===== src/rtl/core/hclt_pkg.sv =====
package hclt_pkg;

  localparam int unsigned SymW = 16;
  localparam int unsigned CodeW = 16;
  localparam int unsigned WidthW = 5;
  localparam int unsigned MaxWidthDefault = 16;

  localparam logic [SymW-1:0] MaxSymbols = 16'd512;
  localparam logic [SymW-1:0] EmptyEntry = 16'hFFFF;

  typedef enum logic [1:0] {
    OpClear  = 2'd0,
    OpInsert = 2'd1,
    OpLookup = 2'd2
  } op_e;

  typedef struct packed {
    logic wr_en;
    logic rd_en;
  } mem_ctl_t;

endpackage


===== src/rtl/core/hclt_ctrl.sv =====
module hclt_ctrl #(
  parameter int unsigned MaxWidth = hclt_pkg::MaxWidthDefault,
  parameter int unsigned AddrW    = MaxWidth + 1
) (
  input  logic                        clk_i,
  input  logic                        rst_ni,
  input  logic                        in_valid_i,
  output logic                        in_ready_o,
  input  logic [1:0]                  operation_i,
  input  logic [hclt_pkg::SymW-1:0]   symbol_i,
  input  logic [hclt_pkg::CodeW-1:0]  code_i,
  input  logic [hclt_pkg::WidthW-1:0] code_len_i,
  output logic                        out_valid_o,
  input  logic                        out_ready_i,
  output logic                        found_o,
  output logic [hclt_pkg::SymW-1:0]   symbol_out_o,
  output logic                        bad_request_o,
  output hclt_pkg::mem_ctl_t          mem_ctl_o,
  output logic [AddrW-1:0]            mem_addr_o,
  output logic [hclt_pkg::SymW-1:0]   mem_wdata_o,
  input  logic [hclt_pkg::SymW-1:0]   mem_rdata_i
);
  import hclt_pkg::*;

  localparam logic [1:0] StIdle  = 2'd0;
  localparam logic [1:0] StClear = 2'd1;
  localparam logic [1:0] StLook  = 2'd2;

  localparam logic [WidthW-1:0] MaxWidthW = WidthW'(MaxWidth);
  localparam logic [AddrW-1:0] LastAddr = '1;

  logic [1:0]        state_q, state_d;
  logic [AddrW-1:0]  clr_addr_q, clr_addr_d;
  logic [WidthW-1:0] longest_q, longest_d;
  logic              eq_q, eq_d;
  logic              out_valid_q, out_valid_d;
  logic              found_q, found_d;
  logic [SymW-1:0]   sym_q, sym_d;
  logic              bad_q, bad_d;

  logic              accept;
  logic [AddrW-1:0]  one_w;
  logic [AddrW-1:0]  req_addr;

  assign in_ready_o = (state_q == StIdle) && (!out_valid_q || out_ready_i);
  assign accept     = in_valid_i && in_ready_o;

  assign one_w    = AddrW'(1) << code_len_i;
  assign req_addr = one_w - AddrW'(2) + (AddrW'(code_i) & (one_w - AddrW'(1)));

  always_comb begin
    state_d     = state_q;
    clr_addr_d  = clr_addr_q;
    longest_d   = longest_q;
    eq_d        = eq_q;
    out_valid_d = out_valid_q && !out_ready_i;
    found_d     = found_q;
    sym_d       = sym_q;
    bad_d       = bad_q;
    mem_ctl_o   = '0;
    mem_addr_o  = req_addr;
    mem_wdata_o = symbol_i;

    case (state_q)
      StClear: begin
        mem_ctl_o.wr_en = 1'b1;
        mem_addr_o      = clr_addr_q;
        mem_wdata_o     = EmptyEntry;
        clr_addr_d      = clr_addr_q + AddrW'(1);
        if (clr_addr_q == LastAddr) begin
          state_d = StIdle;
        end
      end
      StLook: begin
        out_valid_d = 1'b1;
        bad_d       = 1'b0;
        state_d     = StIdle;
        if (mem_rdata_i == EmptyEntry) begin
          found_d = eq_q;
          sym_d   = EmptyEntry;
        end else begin
          found_d = 1'b1;
          sym_d   = mem_rdata_i;
        end
      end
      StIdle: begin
        if (accept) begin
          case (operation_i)
            OpClear: begin
              out_valid_d = 1'b1;
              found_d     = 1'b0;
              sym_d       = '0;
              bad_d       = 1'b0;
              longest_d   = '0;
              clr_addr_d  = '0;
              state_d     = StClear;
            end
            OpInsert: begin
              out_valid_d = 1'b1;
              found_d     = 1'b0;
              sym_d       = '0;
              bad_d       = 1'b0;
              if (code_len_i != '0) begin
                if (symbol_i >= MaxSymbols || code_len_i > MaxWidthW) begin
                  bad_d = 1'b1;
                end else begin
                  mem_ctl_o.wr_en = 1'b1;
                  if (code_len_i > longest_q) begin
                    longest_d = code_len_i;
                  end
                end
              end
            end
            OpLookup: begin
              if (code_len_i == '0) begin
                out_valid_d = 1'b1;
                found_d     = 1'b0;
                sym_d       = EmptyEntry;
                bad_d       = 1'b1;
              end else if (code_len_i > longest_q) begin
                out_valid_d = 1'b1;
                found_d     = 1'b1;
                sym_d       = EmptyEntry;
                bad_d       = 1'b0;
              end else begin
                mem_ctl_o.rd_en = 1'b1;
                eq_d            = (code_len_i == longest_q);
                state_d         = StLook;
              end
            end
            default: begin
            end
          endcase
        end
      end
      default: begin
        state_d = StIdle;
      end
    endcase
  end

  always_ff @(posedge clk_i or negedge rst_ni) begin
    if (!rst_ni) begin
      state_q     <= StClear;
      clr_addr_q  <= '0;
      longest_q   <= '0;
      out_valid_q <= 1'b0;
    end else begin
      state_q     <= state_d;
      clr_addr_q  <= clr_addr_d;
      longest_q   <= longest_d;
      out_valid_q <= out_valid_d;
    end
  end

  always_ff @(posedge clk_i) begin
    eq_q    <= eq_d;
    found_q <= found_d;
    sym_q   <= sym_d;
    bad_q   <= bad_d;
  end

  assign out_valid_o   = out_valid_q;
  assign found_o       = found_q;
  assign symbol_out_o  = sym_q;
  assign bad_request_o = bad_q;

  a_look_after_read: assert property (@(posedge clk_i) disable iff (!rst_ni)
    state_q == StLook |-> $past(mem_ctl_o.rd_en))
    else $error("Lookup state entered without a table read.");

  a_look_output_free: assert property (@(posedge clk_i) disable iff (!rst_ni)
    state_q == StLook |-> !out_valid_q)
    else $error("Lookup result would overwrite a pending result.");

  a_no_accept_in_clear: assert property (@(posedge clk_i) disable iff (!rst_ni)
    state_q == StClear |-> !in_ready_o && mem_ctl_o.wr_en)
    else $error("Clear sweep interrupted.");

  a_longest_bounded: assert property (@(posedge clk_i) disable iff (!rst_ni)
    longest_q <= MaxWidthW)
    else $error("Longest code length exceeds the table.");

endmodule

===== config.mk =====
export PLATFORM = sky130hd
export DESIGN_NAME = hclt_ctrl
export DESIGN_NICKNAME = d
export VERILOG_FILES = /design/src/rtl/core/hclt_pkg.sv /design/src/rtl/core/hclt_ctrl.sv
export SDC_FILE = /design/constraint.sdc
export NUM_CORES = 1
export LEC_CHECK = 0
export BUFFER_PORTS_ARGS = -buffer_cell sky130_fd_sc_hd__buf_2
export CAP_MARGIN = 20
export CORE_UTILIZATION = 53
export CTS_BUF_LIST = sky130_fd_sc_hd__clkbuf_16
export DETAILED_ROUTE_END_ITERATION = 6
export PLACE_DENSITY = 0.82
export SKIP_LAST_GASP = 1
export SLEW_MARGIN = 40
export SYNTH_ARGS = -nofsm -noshare
export SYNTH_HDL_FRONTEND = slang
export SYNTH_SLANG_ARGS = --single-unit

===== constraint.sdc =====
create_clock -name clk_i -period 5.02 [get_ports clk_i]
set_input_delay 0.502 -clock clk_i [delete_from_list [all_inputs] [get_ports clk_i]]
set_output_delay 0.502 -clock clk_i [all_outputs]
set_load 0.01 [all_outputs]

==> run summary, run 1 <==
status: finished with violations
failing checks: DRC
# H-tree levels: 2
# hold bufs at CTS: 0
Post-CTS Setup Bufs: 0
Via Count: 3,848
detailed placement HPWL: 8010 µm
proportion of layout cells with a drive suffix above 1: 0.236
DR vias/cell: 5.59
Die Ht: 87.4 µm
first-pass GRT wire length: 16,100 µm
Placed Area: 4480 µm²
GRT Overall Usage: 0.269
largest net degree at the start of global routing: 39
Critical Path Sink Type: primary output
final hold vios: 0
Netlist Area Pre-Place: 3860 µm²
nets: 680
placer's final routability congestion estimate: 0.890
FF-to-FF path depth: 9
Comb power frac: 0.472
P_int: 988 µW
CORE AREA: 6910 µm²
Root Driver: clkbuf_16
Mapped Cells: 490
Seq/Total Area, Yosys: 0.310
maximum fanout along the worst path: 17
count of cell types in the netlist: 62
fin area: 4650 µm²
Worst Path Required: 4520 ps
CTS tree: yes
Starting DRT DRC Count: 233
CTS max path bufs: 2
Slew HR: 0.541
most frequent cells in the layout: buf_2, nand2_1, nor2_1, o21ai_0
antenna cells: 0
Syn Area/Cell: 7.88 µm²
Switching Fraction: 0.397
fmax: 213 MHz
Post-synth EDFFs: 19
Die Area: 7630 µm²
Final ANT Viol Nets: 0
setup TNS: 0 ps
min Tclk post-route: 4700 ps
Critical Path Sink: mem_addr_o[16]
Tcrit/Tclk final: 0.936
worst-margin pin slew: 689 ps
Die Wd: 87.4 µm
P&R area growth vs syn: 20.3%
synthesized flop and latch total: 44
Worst-Skew Late Latency: 280 ps
Clock Power Share: 0.225
Initial Util: 0.559
Post-Route WL: 10,200 µm
drt drc: 2
DR WL/cell: 14.8 µm
Seq pwr share: 0.303
Site Rows: 30
Worst-path clk slew: 60 ps
Hold Path Class: primary input to async pin
initial antenna violation count: 0
I/O pins: 114
ys async rst share: 0.568
worst vdd ir: 151 µV
grt ovf: 0
final-report setup violation count: 0
r2r startpoint: longest_q[2]
CP Class: primary input to primary output
Syn. warnings: 0
commonest non-fill, non-tap cell in the layout: buf_2
clk_skew: 4.49 ps
DRT Pass-1 Iters: 7
CP Launch Point: code_len_i[1]
vias in the first global route: 3,539
r2r setup slk: 2590 ps
Slew Viols, Final: 0
post_cts resized: 0
pwr dens: 353 nW/µm²
CTS Buf Count: 5
crit path DAT: 4190 ps
Most used DFF post-synth: dfrtp_1
CTS sink count: 44
switching power: 650 µW
maxcap violations: 0
Filler Cell Count: 619
Static Leakage: 2.21 nW
port bufs: 113
Worst setup SP type: primary input
worst r2r dst: symbol_out_o[2]
unrepaired setup endpoints after global routing: no
syn_nets: 579
-- worst max-delay path, cell delays in order --
cell,delay (ps)
buf_2,190
or4_4,590
nor2_1,230
inv_2,90
ha_1,270
o21a_1,200
nor3_1,150
a21oi_1,60
o22ai_1,110
nand2_1,80
ha_1,270
inv_1,50
ha_1,370
a21o_1,210
a21oi_1,210
or3_1,130
o21ai_1,60
nor3b_2,230
buf_2,170
-- sequential cells by signal (all words and copies together), names as in the netlist --
signal / cells
longest_q: 5
out_valid_o: 1
found_o: 1
state_q: 2
symbol_out_o: 16
eq_q: 1
clr_addr_q: 17
bad_request_o: 1
-- synth_stat cells, drive strengths merged, types with 2 or more instances --
master	n	area share
a211oi	2	0.0052
a21boi	2	0.0039
a21o	8	0.016
a21oi	26	0.034
a22o	5	0.011
a22oi	4	0.0078
a31oi	3	0.0049
and2	5	0.0081
and3	5	0.0081
and4	3	0.0068
buf	8	0.010
clkbuf	13	0.013
dfrtp	24	0.16
edfxtp	19	0.15
ha	29	0.094
inv	32	0.031
mux2i	2	0.0052
nand2	72	0.070
nand2b	4	0.0065
nand3	9	0.012
nand4	11	0.019
nor2	53	0.052
nor2b	2	0.0032
nor3	7	0.012
nor3b	6	0.013
nor4	4	0.012
o211ai	2	0.0039
o21a	5	0.0097
o21ai	51	0.066
o21bai	2	0.0039
o22ai	4	0.0065
o31a	3	0.0068
o31ai	5	0.0097
or2	19	0.031
or4	3	0.0078
xnor2	5	0.011
xor2	19	0.043
-- final cells by class --
type | count | area (µm²) | area share
Clock buffer | 5 | 125 | 0.0269
Clock inverter | 3 | 42.5 | 0.00916
Inverter | 32 | 120 | 0.0259
Multi-Input combinational cell | 393 | 2460 | 0.529
Sequential cell | 44 | 1200 | 0.258
Tap cell | 96 | 120 | 0.0259
Timing Repair Buffer | 115 | 581 | 0.125
-- kinds of logic after synthesis --
logic type | synth area share
adders and majority gates | 0.102
and+or+nand+nor | 0.271
DFF | 0.310
muxes | 0.00518
buffers and inverters | 0.0538
AOI/OAI and AO/OA | 0.203
other | 0.000971
xor gates and xnor gates | 0.0544
-- per-stage QoR --
step	total power, mW	instances	hold WS, ps	worst slack, ps	util
finish	1.64	688	209	324	0.673
global route	1.75	688	253	66.0	0.673
CTS	1.64	688	232	383	0.673
detailed placement	1.27	680	531	419	0.648
global placement	1.26	680	524	526	0.648
floorplan	1.01	490	206	974	-
-- worst min-delay path by stage --
stage,start,end,slack [ps]
CTS,rst_ni,clr_addr_q[4],230
global route,rst_ni,clr_addr_q[8],250
finish,rst_ni,clr_addr_q[4],210
floorplan,rst_ni,clr_addr_q[0],210
detailed placement,rst_ni,clr_addr_q[5],530
global placement,rst_ni,clr_addr_q[5],520
-- power by group through the flow --
stage	combinational (mW)	sequential [mW]	clock, mW
CTS	0.775	0.495	0.371
global route	0.861	0.506	0.380
finish	0.774	0.496	0.368
global placement	0.756	0.500	0
floorplan	0.516	0.492	0
detailed placement	0.770	0.502	0
-- layer usage --
metal | global-route usage | wire length, µm | vias to the layer above
met5 | 0 | 0 | -
met4 | 0.103 | 212 | 0
met3 | 0.0512 | 670 | 19
met2 | 0.462 | 4980 | 145
met1 | 0.332 | 4300 | 1761
li1 | - | - | 1923
Note: power is estimated with default switching activity, not from simulation.
==> run 2: changes to the inputs <==
--- a/config.mk
+++ b/config.mk
@@ -11,6 +11,7 @@
 export CTS_BUF_LIST = sky130_fd_sc_hd__clkbuf_16
 export DETAILED_ROUTE_END_ITERATION = 6
 export PLACE_DENSITY = 0.82
+export REMOVE_ABC_BUFFERS = 1
 export SKIP_LAST_GASP = 1
 export SLEW_MARGIN = 40
 export SYNTH_ARGS = -nofsm -noshare
==> run 2 against run 1 <==
Effect of this change:
- the run now ends clean
- cell count grew 0.58%
- first-iteration DRC count grew 15%
- fmax grew 1.2%
- die area is the same
- combinational power grew 3.5%
- clock skew grew 3.1 ps
- count of clock-buffer cells in the layout is the same
- worst hold slack lost 2.0 ps
- via count grew 2.6%
- critical endpoint unchanged
==> run summary, run 2 (same netlist as run 1, synthesis figures left out) <==
CP Launch Point: code_len_i[0]
Post-CTS Setup Bufs: 0
antenna cells: 0
# H-tree levels: 2
final-report setup violation count: 0
maxcap violations: 0
Die Ht: 87.4 µm
Critical Path Sink Type: primary output
Post-Route WL: 11,000 µm
P&R area growth vs syn: 21.2%
Die Wd: 87.4 µm
Worst Path Required: 4520 ps
unrepaired setup endpoints after global routing: no
CTS Buf Count: 5
port bufs: 113
worst r2r dst: symbol_out_o[3]
placer's final routability congestion estimate: 0.946
pwr dens: 359 nW/µm²
nets: 684
Initial Util: 0.559
GRT Overall Usage: 0.293
FF-to-FF path depth: 9
fmax: 216 MHz
grt ovf: 0
initial antenna violation count: 0
Comb power frac: 0.477
CTS sink count: 44
first-pass GRT wire length: 17,600 µm
min Tclk post-route: 4640 ps
# hold bufs at CTS: 0
CORE AREA: 6910 µm²
Worst setup SP type: primary input
detailed placement HPWL: 8530 µm
CTS max path bufs: 2
Site Rows: 30
most frequent cells in the layout: buf_2, nand2_1, nor2_1, o21ai_0
proportion of layout cells with a drive suffix above 1: 0.243
worst vdd ir: 186 µV
commonest non-fill, non-tap cell in the layout: buf_2
Critical Path Sink: mem_addr_o[16]
Worst-path clk slew: 60 ps
r2r setup slk: 2640 ps
Tcrit/Tclk final: 0.924
r2r startpoint: longest_q[2]
dpl ws: 470 ps
clk_skew: 7.61 ps
vias in the first global route: 3,780
Die Area: 7630 µm²
largest net degree at the start of global routing: 26
drt drc: 0
DR WL/cell: 15.9 µm
CTS tree: yes
Reg with most FFs: clr_addr_q
Seq pwr share: 0.299
final hold vios: 0
Root Driver: clkbuf_16
Final WS setup: 380 ps
Switching Fraction: 0.406
Static Leakage: 2.23 nW
post_cts resized: 0
crit path DAT: 4140 ps
Via Count: 3,949
DR vias/cell: 5.71
Final ANT Viol Nets: 0
worst-margin pin slew: 727 ps
Clock Power Share: 0.224
max reg flops: 17
status: complete, no violations
maximum fanout along the worst path: 13
I/O pins: 114
Hold Path Class: primary input to async pin
CP Class: primary input to primary output
DRT Pass-1 Iters: 5
Slew HR: 0.515
switching power: 682 µW
Starting DRT DRC Count: 267
setup TNS: 0 ps
Slew Viols, Final: 0
P_int: 999 µW
Worst-Skew Late Latency: 290 ps
run 2: cell count changes in the layout (fill, tap and decap cells not counted), sizes merged:
cell / before / now
inv: 32 / 33
clkinv: 2 / 0
clkinvlp: 0 / 1
buf: 115 / 119
run 2: how the worst min path moves through the flow:
stage / endpoint / depth (start not counted) / slack (ps) / startpoint
global placement: clr_addr_q[16] / 1 / 520 / clr_addr_q[16]
floorplan: clr_addr_q[0] / 0 / 210 / rst_ni
global route: clr_addr_q[11] / 1 / 250 / rst_ni
detailed placement: clr_addr_q[7] / 1 / 520 / rst_ni
finish: clr_addr_q[7] / 1 / 210 / rst_ni
CTS: state_q[1] / 1 / 220 / rst_ni
run 2: power by group through the flow:
stage,registers (mW),clock network (mW),logic [mW]
floorplan,0.504,0,0.480
global placement,0.501,0,0.766
detailed placement,0.506,0,0.787
CTS,0.500,0.377,0.795
global route,0.510,0.389,0.882
finish,0.503,0.376,0.801
run 2: through the flow:
step | cells | power, mW | util | cell area, µm² | hold slack (ps)
after floorplan | 469 | 0.984 | - | 3770 | 206
after global placement | 684 | 1.27 | 0.653 | 4510 | 522
after detailed placement | 684 | 1.29 | 0.653 | 4510 | 521
after CTS | 692 | 1.67 | 0.678 | 4680 | 222
after global routing | 692 | 1.78 | 0.678 | 4680 | 246
final | 692 | 1.68 | 0.678 | 4680 | 207
run 2: area by class of cell:
cell class / instances / area [µm²]
inverter: 32 / 120
fill: 629 / 2230
tap: 96 / 120
timing repair buffer: 119 / 611
sequential: 44 / 1200
multi-input combinational: 393 / 2460
clock buffer: 5 / 125
clock inverter: 3 / 46.3
run 2: per-layer routing:
metal  vias to the layer above  global-route usage  routed length, µm  part of all wire
li1                       1930                   -                  -                 -
met1                      1856               0.379               4840              0.44
met2                       147               0.505               5350              0.49
met3                        16              0.0379                624             0.057
met4                         0              0.0969                189             0.017
met5                         -                   0                  0                 0
run 2: critical path: stages:
cell     delay (ps)
buf_2           180
or4_4           570
nor2_1          230
inv_2            90
ha_1            270
o21a_1          210
nor3_1          170
a21oi_1          60
o22ai_1         110
nand2_1          90
ha_1            270
inv_1            40
ha_1            380
a21o_1          200
a21oi_1         190
or3_1           130
o21ai_1          70
nor3b_2         220
buf_2           180
